[src/hdl/cths_pkg.sv]
// Package for the class header token scanner.
// Holds item and token types, character and token codes, and helper functions.
// No dependencies.
`timescale 1ns / 1ps
`default_nettype none

package cths_pkg;

  localparam int POS_BITS = 16;
  localparam logic [POS_BITS-1:0] POS_MAX = {POS_BITS{1'b1}};

  localparam int QDEPTH = 4;
  localparam int QAW = $clog2(QDEPTH);

  typedef logic [POS_BITS-1:0] pos_t;

  typedef enum logic [3:0] {
    MODE_DEFAULT   = 4'b0001,
    MODE_CLASSNAME = 4'b0010,
    MODE_PARENT    = 4'b0100,
    MODE_RETTYPE   = 4'b1000
  } mode_t;

  typedef enum logic [4:0] {
    PEND_NONE    = 5'b00001,
    PEND_IDENT   = 5'b00010,
    PEND_CLASS   = 5'b00100,
    PEND_DASH    = 5'b01000,
    PEND_COMMENT = 5'b10000
  } pend_t;

  localparam logic [3:0] TOK_CLASS_KW   = 4'd0;
  localparam logic [3:0] TOK_CLASS_NAME = 4'd1;
  localparam logic [3:0] TOK_PARENT     = 4'd2;
  localparam logic [3:0] TOK_TYPE       = 4'd3;
  localparam logic [3:0] TOK_LPAREN     = 4'd4;
  localparam logic [3:0] TOK_RPAREN     = 4'd5;
  localparam logic [3:0] TOK_COMMA      = 4'd6;
  localparam logic [3:0] TOK_ARROW      = 4'd7;
  localparam logic [3:0] TOK_COLON      = 4'd8;
  localparam logic [3:0] TOK_COMMENT    = 4'd9;
  localparam logic [3:0] TOK_EOF        = 4'd10;

  localparam logic OP_CHAR = 1'b0;
  localparam logic OP_END  = 1'b1;

  localparam logic [7:0] CH_HASH    = 8'h23;
  localparam logic [7:0] CH_NL      = 8'h0A;
  localparam logic [7:0] CH_COMMA   = 8'h2C;
  localparam logic [7:0] CH_LPAREN  = 8'h28;
  localparam logic [7:0] CH_RPAREN  = 8'h29;
  localparam logic [7:0] CH_DASH    = 8'h2D;
  localparam logic [7:0] CH_GT      = 8'h3E;
  localparam logic [7:0] CH_COLON   = 8'h3A;
  localparam logic [7:0] CH_SPACE   = 8'h20;
  localparam logic [7:0] CH_C       = 8'h63;
  localparam logic [7:0] CH_L       = 8'h6C;
  localparam logic [7:0] CH_A       = 8'h61;
  localparam logic [7:0] CH_S       = 8'h73;

  localparam pos_t KW_LEN = pos_t'(5);

  typedef struct packed {
    logic       op;
    logic [7:0] char_code;
  } in_item_t;

  typedef struct packed {
    logic [3:0] token_type;
    pos_t       start_pos;
    pos_t       token_length;
    logic       last_of_run;
  } out_item_t;

  typedef struct packed {
    logic [1:0] cnt;
    out_item_t  slot0;
    out_item_t  slot1;
  } push_t;

  function automatic pos_t sat_inc(input pos_t v);
    return (v != POS_MAX) ? v + pos_t'(1) : v;
  endfunction

  function automatic logic is_alpha_(input logic [7:0] c);
    return (c >= 8'h61 && c <= 8'h7A) || (c >= 8'h41 && c <= 8'h5A) || c == 8'h5F;
  endfunction

  function automatic logic is_word(input logic [7:0] c);
    return is_alpha_(c) || (c >= 8'h30 && c <= 8'h39);
  endfunction

  function automatic logic is_space(input logic [7:0] c);
    return c == CH_SPACE || (c >= 8'd9 && c <= 8'd13);
  endfunction

  function automatic logic [7:0] kw_char(input logic [2:0] idx);
    logic [7:0] r;
    case (idx)
      3'd0: r = CH_C;
      3'd1: r = CH_L;
      3'd2: r = CH_A;
      3'd3: r = CH_S;
      3'd4: r = CH_S;
      default: r = 8'h00;
    endcase
    return r;
  endfunction

endpackage

`default_nettype wire

[src/hdl/cths_front.sv]
// Front end of the class header token scanner: accepts bytes, keeps scan state,
// forms up to two tokens per item and hands them to the token queue.
// Depends on cths_pkg.
`timescale 1ns / 1ps
`default_nettype none

module cths_front (
  input  wire                logic clk,
  input  wire                logic rst_n,
  input  wire                logic fire,
  input  cths_pkg::in_item_t item,
  output cths_pkg::push_t    push
);

  cths_pkg::mode_t mode_r, mode_nxt;
  cths_pkg::pend_t kind_r, kind_nxt;
  cths_pkg::pos_t  pos_r, pos_nxt;
  cths_pkg::pos_t  pstart_r, pstart_nxt;
  cths_pkg::pos_t  plen_r, plen_nxt;

  logic            e0, e1;
  cths_pkg::out_item_t t0, t1;

  always_comb begin
    logic [7:0]      c;
    logic            consumed;
    logic [3:0]      id_type;
    cths_pkg::pos_t  p;

    c        = item.char_code;
    p        = pos_r;
    consumed = 1'b0;
    mode_nxt   = mode_r;
    kind_nxt   = kind_r;
    pos_nxt    = pos_r;
    pstart_nxt = pstart_r;
    plen_nxt   = plen_r;
    e0 = 1'b0;
    e1 = 1'b0;
    t0 = '0;
    t1 = '0;

    unique case (mode_r)
      cths_pkg::MODE_CLASSNAME: id_type = cths_pkg::TOK_CLASS_NAME;
      cths_pkg::MODE_PARENT:    id_type = cths_pkg::TOK_PARENT;
      default:                  id_type = cths_pkg::TOK_TYPE;
    endcase

    if (item.op == cths_pkg::OP_END) begin
      if (kind_r == cths_pkg::PEND_IDENT) begin
        e0 = 1'b1;
        t0 = '{id_type, pstart_r, plen_r, 1'b0};
      end else if (kind_r == cths_pkg::PEND_COMMENT) begin
        e0 = 1'b1;
        t0 = '{cths_pkg::TOK_COMMENT, pstart_r, plen_r, 1'b0};
      end else if (kind_r == cths_pkg::PEND_CLASS && plen_r >= cths_pkg::KW_LEN) begin
        e0 = 1'b1;
        t0 = '{cths_pkg::TOK_CLASS_KW, pstart_r, cths_pkg::KW_LEN, 1'b0};
      end
      e1 = 1'b1;
      t1 = '{cths_pkg::TOK_EOF, p, '0, 1'b1};
      mode_nxt   = cths_pkg::MODE_DEFAULT;
      kind_nxt   = cths_pkg::PEND_NONE;
      pos_nxt    = '0;
      pstart_nxt = '0;
      plen_nxt   = '0;
    end else begin
      unique case (kind_r)
        cths_pkg::PEND_IDENT: begin
          if (cths_pkg::is_word(c)) begin
            plen_nxt = cths_pkg::sat_inc(plen_r);
            consumed = 1'b1;
          end else begin
            e0 = 1'b1;
            t0 = '{id_type, pstart_r, plen_r, 1'b0};
            if (mode_r != cths_pkg::MODE_PARENT) mode_nxt = cths_pkg::MODE_DEFAULT;
            kind_nxt = cths_pkg::PEND_NONE;
          end
        end
        cths_pkg::PEND_CLASS: begin
          if (plen_r < cths_pkg::KW_LEN) begin
            if (c == cths_pkg::kw_char(plen_r[2:0])) begin
              plen_nxt = plen_r + cths_pkg::pos_t'(1);
              consumed = 1'b1;
            end else begin
              kind_nxt = cths_pkg::PEND_NONE;
            end
          end else begin
            if (!cths_pkg::is_word(c)) begin
              e0 = 1'b1;
              t0 = '{cths_pkg::TOK_CLASS_KW, pstart_r, cths_pkg::KW_LEN, 1'b0};
              mode_nxt = cths_pkg::MODE_CLASSNAME;
            end
            kind_nxt = cths_pkg::PEND_NONE;
          end
        end
        cths_pkg::PEND_DASH: begin
          if (c == cths_pkg::CH_GT) begin
            e0 = 1'b1;
            t0 = '{cths_pkg::TOK_ARROW, pstart_r, cths_pkg::pos_t'(2), 1'b0};
            mode_nxt = cths_pkg::MODE_RETTYPE;
            consumed = 1'b1;
          end
          kind_nxt = cths_pkg::PEND_NONE;
        end
        cths_pkg::PEND_COMMENT: begin
          if (c != cths_pkg::CH_NL) begin
            plen_nxt = cths_pkg::sat_inc(plen_r);
            consumed = 1'b1;
          end else begin
            e0 = 1'b1;
            t0 = '{cths_pkg::TOK_COMMENT, pstart_r, plen_r, 1'b0};
            kind_nxt = cths_pkg::PEND_NONE;
          end
        end
        default: kind_nxt = cths_pkg::PEND_NONE;
      endcase

      if (!consumed && !cths_pkg::is_space(c)) begin
        if (mode_nxt != cths_pkg::MODE_DEFAULT && cths_pkg::is_alpha_(c)) begin
          kind_nxt   = cths_pkg::PEND_IDENT;
          pstart_nxt = p;
          plen_nxt   = cths_pkg::pos_t'(1);
        end else if (mode_nxt == cths_pkg::MODE_PARENT && c == cths_pkg::CH_COMMA) begin
          e1 = 1'b1;
          t1 = '{cths_pkg::TOK_COMMA, p, cths_pkg::pos_t'(1), 1'b1};
        end else if (mode_nxt == cths_pkg::MODE_PARENT && c == cths_pkg::CH_RPAREN) begin
          e1 = 1'b1;
          t1 = '{cths_pkg::TOK_RPAREN, p, cths_pkg::pos_t'(1), 1'b1};
          mode_nxt = cths_pkg::MODE_DEFAULT;
        end else if (c == cths_pkg::CH_HASH) begin
          kind_nxt   = cths_pkg::PEND_COMMENT;
          pstart_nxt = p;
          plen_nxt   = cths_pkg::pos_t'(1);
        end else if (mode_nxt == cths_pkg::MODE_DEFAULT && c == cths_pkg::CH_C) begin
          kind_nxt   = cths_pkg::PEND_CLASS;
          pstart_nxt = p;
          plen_nxt   = cths_pkg::pos_t'(1);
        end else if (c == cths_pkg::CH_LPAREN) begin
          e1 = 1'b1;
          t1 = '{cths_pkg::TOK_LPAREN, p, cths_pkg::pos_t'(1), 1'b1};
          mode_nxt = cths_pkg::MODE_PARENT;
        end else if (c == cths_pkg::CH_RPAREN) begin
          e1 = 1'b1;
          t1 = '{cths_pkg::TOK_RPAREN, p, cths_pkg::pos_t'(1), 1'b1};
        end else if (c == cths_pkg::CH_DASH) begin
          kind_nxt   = cths_pkg::PEND_DASH;
          pstart_nxt = p;
          plen_nxt   = cths_pkg::pos_t'(1);
        end else if (c == cths_pkg::CH_COLON) begin
          e1 = 1'b1;
          t1 = '{cths_pkg::TOK_COLON, p, cths_pkg::pos_t'(1), 1'b1};
        end
      end
      pos_nxt = cths_pkg::sat_inc(p);
    end
  end

  // pack the tokens so the first one present sits in slot0
  always_comb begin
    push.cnt   = fire ? ({1'b0, e0} + {1'b0, e1}) : 2'd0;
    push.slot0 = e0 ? t0 : t1;
    push.slot0.last_of_run = !(e0 && e1);
    push.slot1 = t1;
    push.slot1.last_of_run = 1'b1;
  end

  always_ff @(posedge clk) begin
    if (!rst_n) begin
      mode_r   <= cths_pkg::MODE_DEFAULT;
      kind_r   <= cths_pkg::PEND_NONE;
      pos_r    <= '0;
      pstart_r <= '0;
      plen_r   <= '0;
    end else if (fire) begin
      mode_r   <= mode_nxt;
      kind_r   <= kind_nxt;
      pos_r    <= pos_nxt;
      pstart_r <= pstart_nxt;
      plen_r   <= plen_nxt;
    end
  end

endmodule

`default_nettype wire

[src/hdl/cths_queue.sv]
// Token queue of the class header token scanner: takes up to two tokens per
// cycle from the front end and delivers one per cycle on the result channel while out_ready is high.
// Depends on cths_pkg.
`timescale 1ns / 1ps
`default_nettype none

module cths_queue (
  input  wire                 logic clk,
  input  wire                 logic rst_n,
  input  cths_pkg::push_t     push,
  output logic                room,
  output logic                out_valid,
  input  wire                 logic out_ready,
  output cths_pkg::out_item_t out_item
);

  localparam int CW = $clog2(cths_pkg::QDEPTH + 1);

  cths_pkg::out_item_t        mem [cths_pkg::QDEPTH];
  logic [cths_pkg::QAW-1:0]   wr_ptr_r, wr_ptr_nxt;
  logic [cths_pkg::QAW-1:0]   rd_ptr_r, rd_ptr_nxt;
  logic [CW-1:0]              count_r, count_nxt;
  logic                       pop;
  logic [cths_pkg::QAW-1:0]   wr_ptr_p1;

  assign room      = count_r <= CW'(cths_pkg::QDEPTH - 2);
  assign out_valid = count_r != '0;
  assign out_item  = mem[rd_ptr_r];
  assign pop       = out_valid && out_ready;
  assign wr_ptr_p1 = wr_ptr_r + cths_pkg::QAW'(1);

  always_comb begin
    wr_ptr_nxt = wr_ptr_r + cths_pkg::QAW'(push.cnt);
    rd_ptr_nxt = rd_ptr_r + cths_pkg::QAW'(pop);
    count_nxt  = count_r + CW'(push.cnt) - CW'(pop);
  end

  always_ff @(posedge clk) begin
    if (push.cnt != 2'd0) mem[wr_ptr_r] <= push.slot0;
    if (push.cnt == 2'd2) mem[wr_ptr_p1] <= push.slot1;
  end

  always_ff @(posedge clk) begin
    if (!rst_n) begin
      wr_ptr_r <= '0;
      rd_ptr_r <= '0;
      count_r  <= '0;
    end else begin
      wr_ptr_r <= wr_ptr_nxt;
      rd_ptr_r <= rd_ptr_nxt;
      count_r  <= count_nxt;
    end
  end

`ifndef SYNTHESIS
  a_count_bound: assert property (@(posedge clk) disable iff (!rst_n)
    count_r <= CW'(cths_pkg::QDEPTH))
    else $error("token queue count beyond depth");

  a_push_room: assert property (@(posedge clk) disable iff (!rst_n)
    (push.cnt != 2'd0) |-> room)
    else $error("token push without room");

  a_pair_count: assert property (@(posedge clk) disable iff (!rst_n)
    (push.cnt == 2'd2 && !pop) |=> count_r == $past(count_r) + CW'(2))
    else $error("token pair not counted");

  a_last_slot: assert property (@(posedge clk) disable iff (!rst_n)
    (push.cnt == 2'd2) |-> (!push.slot0.last_of_run && push.slot1.last_of_run))
    else $error("token pair marks wrong last token");
`endif

endmodule

`default_nettype wire

[src/hdl/class_header_token_scanner.sv]
// Class header token scanner, top level.
// Channels: in_valid/in_ready/in_item carry one source byte (op 0) or end of
// source (op 1) per item; out_valid/out_ready/out_item carry one token per item
// (type, start position, length, last-of-run flag).
// Throughput: one input item per cycle while the token queue has room for two
// tokens; the result side drains one token per cycle while out_ready is high, so a
// byte that ends one token and emits another yields two tokens delivered in turn.
// A token is written into the token queue when the byte that completes it is
// accepted, and shows on out_item once the tokens ahead of it have drained.
// The scanner's next state is formed combinationally from the accepted byte and the
// four-entry token queue sets the input stall: in_ready drops while more than
// two tokens wait.
// Reset (rst_n low, synchronous) returns the scanner to default mode at byte
// position zero and empties the queue. When the receiver stalls, tokens stay
// in the queue and in_ready falls once it cannot take a pair.
// Depends on cths_pkg, cths_front, cths_queue.
`timescale 1ns / 1ps
`default_nettype none

module class_header_token_scanner (
  input  wire                 logic clk,
  input  wire                 logic rst_n,
  input  wire                 logic in_valid,
  output logic                in_ready,
  input  cths_pkg::in_item_t  in_item,
  output logic                out_valid,
  input  wire                 logic out_ready,
  output cths_pkg::out_item_t out_item
);

  cths_pkg::push_t push;
  logic            room;
  logic            fire;

  assign in_ready = room;
  assign fire     = in_valid && room;

  cths_front u_front (
    .clk   (clk),
    .rst_n (rst_n),
    .fire  (fire),
    .item  (in_item),
    .push  (push)
  );

  cths_queue u_queue (
    .clk       (clk),
    .rst_n     (rst_n),
    .push      (push),
    .room      (room),
    .out_valid (out_valid),
    .out_ready (out_ready),
    .out_item  (out_item)
  );

endmodule

`default_nettype wire

[config.mk]
export PLATFORM = sky130hd
export DESIGN_NAME = class_header_token_scanner
export DESIGN_NICKNAME = d
export VERILOG_FILES = /design/src/hdl/cths_pkg.sv /design/src/hdl/cths_front.sv /design/src/hdl/cths_queue.sv /design/src/hdl/class_header_token_scanner.sv
export SDC_FILE = /design/constraint.sdc
export NUM_CORES = 1
export LEC_CHECK = 0
export ABC_AREA = 1
export BUFFER_PORTS_ARGS = -buffer_cell sky130_fd_sc_hd__buf_4
export CAP_MARGIN = 20
export CORE_MARGIN = 2
export CORE_UTILIZATION = 63
export CTS_CLUSTER_DIAMETER = 120
export DETAILED_ROUTE_END_ITERATION = 8
export PLACE_DENSITY = 0.81
export SETUP_SLACK_MARGIN = 0.1
export SLEW_MARGIN = 0
export SYNTH_ARGS = -nofsm -noshare
export SYNTH_HDL_FRONTEND = slang
export SYNTH_HIERARCHICAL = 1
export SYNTH_SLANG_ARGS = --single-unit
[constraint.sdc]
create_clock -name clk -period 7.7 [get_ports clk]
set_input_delay 0.77 -clock clk [delete_from_list [all_inputs] [get_ports clk]]
set_output_delay 0.77 -clock clk [all_outputs]
set_load 0.05 [all_outputs]
==> Word level (Yosys, flattened, before mapping) <==
Memories as Yosys holds them, arrays and structs flattened. A register that Yosys moved wholly into a read port is not among the register bits.
Cells that the tools add are included.
{ "totals": {"input_bits": 13, "wordCells": 207, "regBits": 64, "ramBits": 148, "mem_count": 1, "output_inout_bits": 39} }
{ "memory_table": {"columns": ["name", "words", "word_bits", "rd", "rd_clocked_by_memory_dff", "wr", "line", "rtl"], "rows": [
  ["u_queue.mem", 4, 37, 1, 1, 2, "cths_queue.sv:19", "cths_pkg::out_item_t mem [cths_pkg::QDEPTH];"]
]} }
{ "op_classes": {"eq_ne": 33, "n_addsub": 8, "order_cmp": 11, "muxes": 117, "n_reduce_logical": 29} }
{ "op_table": {"columns": ["operator", "n"], "rows": [
  ["two-way mux 37 bit", 17],
  ["two-way mux 16 bit", 27],
  ["one-hot mux 37 bit (4 select lines)", 1],
  ["two-way mux 5 bit", 14],
  ["two-way mux 33 bit", 2],
  ["== test 8 x 6 -> 1 bit, second input constant", 8],
  ["two-way mux 4 bit", 14],
  ["one-hot mux 16 bit (3 select lines)", 1],
  ["two-way mux 36 bit", 1],
  ["two-way mux 35 bit", 1],
  ["adder 16 x 1 -> 16 bit, second input constant", 2],
  ["!= test 16 bit, second input constant", 2],
  ["two-way mux 1 bit", 28],
  ["one-hot mux 7 bit (4 select lines)", 1],
  ["two-way mux 8 bit", 3],
  ["== test 8 x 7 -> 1 bit, second input constant", 2],
  [">= comparator 16 x 3 -> 1 bit, second input constant", 1],
  [">= comparator 8 x 7 -> 1 bit, second input constant", 2],
  ["less-or-equal comparator 8 x 7 -> 1 bit, second input constant", 2],
  ["< comparator 16 x 3 -> 1 bit, second input constant", 1],
  ["one-hot mux 5 bit (3 select lines)", 1],
  ["logical AND 1 bit", 13],
  ["one-hot mux 4 bit (3 select lines)", 1],
  ["== test 4 x 3 -> 1 bit, second input constant", 2],
  ["40 further kinds", 51]
]} }

==> Logic depth before layout (Yosys ltp) <==
{ "depth": {"depth_word": 23, "mapped_depth": 31} }

==> Modules after synthesis <==
The synthesis kept the hierarchy.
{ "modules_own_cells": {"columns": ["module", "area_per_inst_um2", "seq_area_each_um2", "cells_each", "instances"], "rows": [
  ["cths_queue", 7797.5, 4584.4, 781, 1],
  ["cths_front", 5277.6, 1141.1, 915, 1],
  ["class_header_token_scanner", 7.5, 0.0, 2, 1]
]} }

==> Worst setup path before layout <==
Ideal clock, no wire load.
{ "synth_path": {"path_kind": "in2reg", "from": "input port in_item[1] (netlist name)", "to": "memory u_queue/mem[3][0] (netlist name) (enable)", "stages": 25, "n_path_buf": 2, "t_arrival_ns": 5.693, "t_required_ns": 7.213, "setup_ns": 0.487, "path_slack_ns": 1.520, "path_cell_list": "buf_2 nor2_2 nand3_1 nand2_1 inv_1 nand2_2 nand2_2 nor2_2 nand2_1 nand2_1 nand2_1 nand2_1 nor2_1 nand2_1 nand2_1 inv_2 nand2_2 nand2_2 nand2_4 buf_12 ha_1 nand2_1 inv_1 nor2_1 o31ai_1"} }
{ "synth_lines": {"columns": ["element", "line", "rtl"], "rows": [
  ["start: declaration", "class_header_token_scanner.sv:25", "input cths_pkg::in_item_t in_item,"],
  ["end: declaration", "cths_queue.sv:19", null]
]} }

==> run_results.csv <==
group,metric,value,unit
outcome,status,"completed",
timing,worst_slack,2800,ps
die,die_area,21940,um^2
worst_setup_path,worstPathRequired,7910,ps
final_layout,syn2layout_area_growth,7.488,%
routing,via_per_inst,5.782,
clocking,cts_setup_buffers,0,
timing,finalCriticalPeriod,4900,ps
global_routing,grt_use_met2,48.22,%
global_routing,grt_overflow,0,
clocking,cts_resized,0,
final_layout,final_nets,1716,
routing,postRouteAntennaNets,0,
clocking,cts_made_buffers,23,
synth,synth_edf_count,148,
synth,synth_seq_cells,212,
timing,rsz0062_at_grt,"false",
synth,async_reset_ff_share,0,%
power_and_ir_drop,p_per_area,242.1,nW/um^2
global_routing,track_usage,29.60,%
global_routing,met1_usage,40.50,%
die,start_util,64.45,%
synth,yosysSeqAreaShare,43.76,%
worst_setup_path,critPathKind,"flop to flop",
clocking,cts_sinks,212,
clocking,cts-root-buf,"clkbuf_16",
timing,setup_tns,0,ps
timing,drv_slew,0,
clocking,htreeDepth,1,
global_routing,met3_usage,5.061,%
global_routing,grt_pass1_vias,10540,
routing,drtIter0Drc,1317,
clocking,cts_tree,"done",
global_routing,grt_antenna_before_repair,0,
timing,fmax,204.1,MHz
final_layout,final_cell_mix,"nand2_1, nor2_1, o21ai_0",
die,dieHeight,148.1,um
routing,wl_per_cell,16.50,um
die,ios,52,
timing,slew-limit-headroom,41.80,%
placed_design,gp_congestion,0.9754,
worst_hold_path,hold_path.class,"flop to flop",
final_layout,layout_commonest_cell,"nand2_1",
run,cap_violations,0,
routing,drt-total-wl,32630,um
synth,synth.cell_area,13080,um^2
worst_setup_path,cp-end-kind,"flop",
timing,worst_pin_slew,873.0,ps
die,fp.coreArea,20300,um^2
synth,synth-main-ff-cell,"edfxtp_1",
placed_design,port_buffers,51,
routing,remaining_drc_errors,0,
timing,setup_viol,0,
power_and_ir_drop,p_leak,5.462,nW
global_routing,grt_pass1_wl,52670,um
worst_setup_path,crit_fanout,75,
routing,num_vias,11437,
timing,hold_violations,0,
synth,synth_cells,1698,
clocking,ctsHoldBuffers,0,
timing,finalClockSkew,16.01,ps
worst_setup_path,crit_path_start_kind,"flop",
global_routing,busiest_layer,"met2",
worst_setup_path,arrival,5110,ps
final_layout,n_fill_cell,1623,
timing,period_share,63.63,%
die,die_w,148.1,um
power_and_ir_drop,ir_drop,153.4,uV
global_routing,grt_max_degree,78,
synth,avgSynthCellArea,7.705,um^2
clocking,clk_path_buf_depth,3,
clocking,clk_pin_slew,60,ps
routing,drt_pre_antenna_iters,5,
final_layout,num_antenna_cells,0,
synth,synth_warnings,6,
synth,post_synth_num_cell_types,53,
placed_design,place_ws,2769,ps
worst_setup_path,r2r_slack,2800,ps
clocking,clk_latency,520,ps
die,rows,52,
final_layout,drive_above_1_share,14.58,%
placed_design,hpwl,21720,um
## layer usage
metal | vias up | part of all wire, %
li1 | 5631 | -
met1 | 5219 | 42
met2 | 517 | 46
met3 | 70 | 8.8
met4 | 0 | 2.7
met5 | - | 0
## critical path, cell delays in order, from the launching register on
cell	delay, ps
dfxtp_1	380
nor2_1	90
nand3_1	230
inv_1	390
nor2_2	710
a21oi_1	190
o31ai_2	130
inv_2	60
nor2_2	70
buf_4	360
inv_1	110
ha_1	290
nand2_1	50
inv_1	170
nor2_4	80
nand3_2	60
buf_4	690
o31ai_4	140
buf_4	350
## layout make-up
type                       instances  area (um^2)  area share (%)
clock inverter                    13        165.2           1.174
sequential                       212         5727           40.72
inverter                         185        696.9           4.956
tap                              270        337.8           2.402
clock buffer                      28        594.3           4.226
timing repair buffer              66        508.0           3.612
multi-input combinational       1204         6033           42.90
## registers in the layout, indices dropped and copies added (netlist names)
signal and flops:
u_front/kind_r 5, u_front/mode_r 4, u_front/plen_r 16, u_front/pos_r 16
u_front/pstart_r 16, u_queue/count_r 3, u_queue/mem 148, u_queue/rd_ptr_r 2
u_queue/wr_ptr_r 2
## cells in the mapped netlist (all sizes together) (10+ instances only)
cell    count  share of area [%]
nor3       16               0.81
o21ai     279                 12
nand2     400                 12
dfxtp      64                9.8
a21oi      86                3.6
clkbuf     37                1.1
nand3      85                3.4
xor2       14               0.94
o22ai      38                1.8
edfxtp    148                 34
inv       179                5.2
buf        74                4.5
nand4      15               0.77
ha         10               0.96
nor2      205                6.2
## final timing paths
path | startpoint | endpoint | cells after the start
hold reg to reg | u_front/kind_r[4]$_SDFFE_PN0P_ | u_front/kind_r[4]$_SDFFE_PN0P_ | 2
hold / removal | u_front/kind_r[4]$_SDFFE_PN0P_ | u_front/kind_r[4]$_SDFFE_PN0P_ | 2
setup / recovery | u_front/kind_r[0]$_SDFFE_PN1P_ | u_queue/mem[1][36]$_DFFE_PP_ | 18
setup reg to reg | u_front/kind_r[0]$_SDFFE_PN1P_ | u_queue/mem[1][36]$_DFFE_PP_ | 18
## kinds of logic after synthesis
logic type	count (synthesis)	share of synthesized area, %
buf+inv	296	10.96
xor+xnor	14	0.9373
compound gates	428	19.18
other cells	2	0.05740
fa+ha+maj	11	1.109
flops	212	43.76
simple gates	735	24.00
## through the flow
stage | hold slack [ps] | instances | area (um^2) | utilization (%) | power, mW
global placement | 461.9 | 1936 | 13280 | 65.43 | 2.291
CTS | 485.3 | 1977 | 14040 | 69.18 | 3.409
floorplan | 453.6 | 1712 | 13140 | - | 2.049
global route | 513.9 | 1978 | 14060 | 69.27 | 3.542
finish | 483.9 | 1978 | 14060 | 69.27 | 3.405
detailed placement | 473.6 | 1936 | 13280 | 65.43 | 2.309
## power by group
part           leakage [nW]  switching [mW]  internal (mW)  total [mW]
Sequential             1.93          0.0317           1.28        1.31
Combinational          3.17           0.729          0.260       0.989
Clock                 0.365           0.451          0.656        1.11
Note: power is estimated with default switching activity, not from simulation.
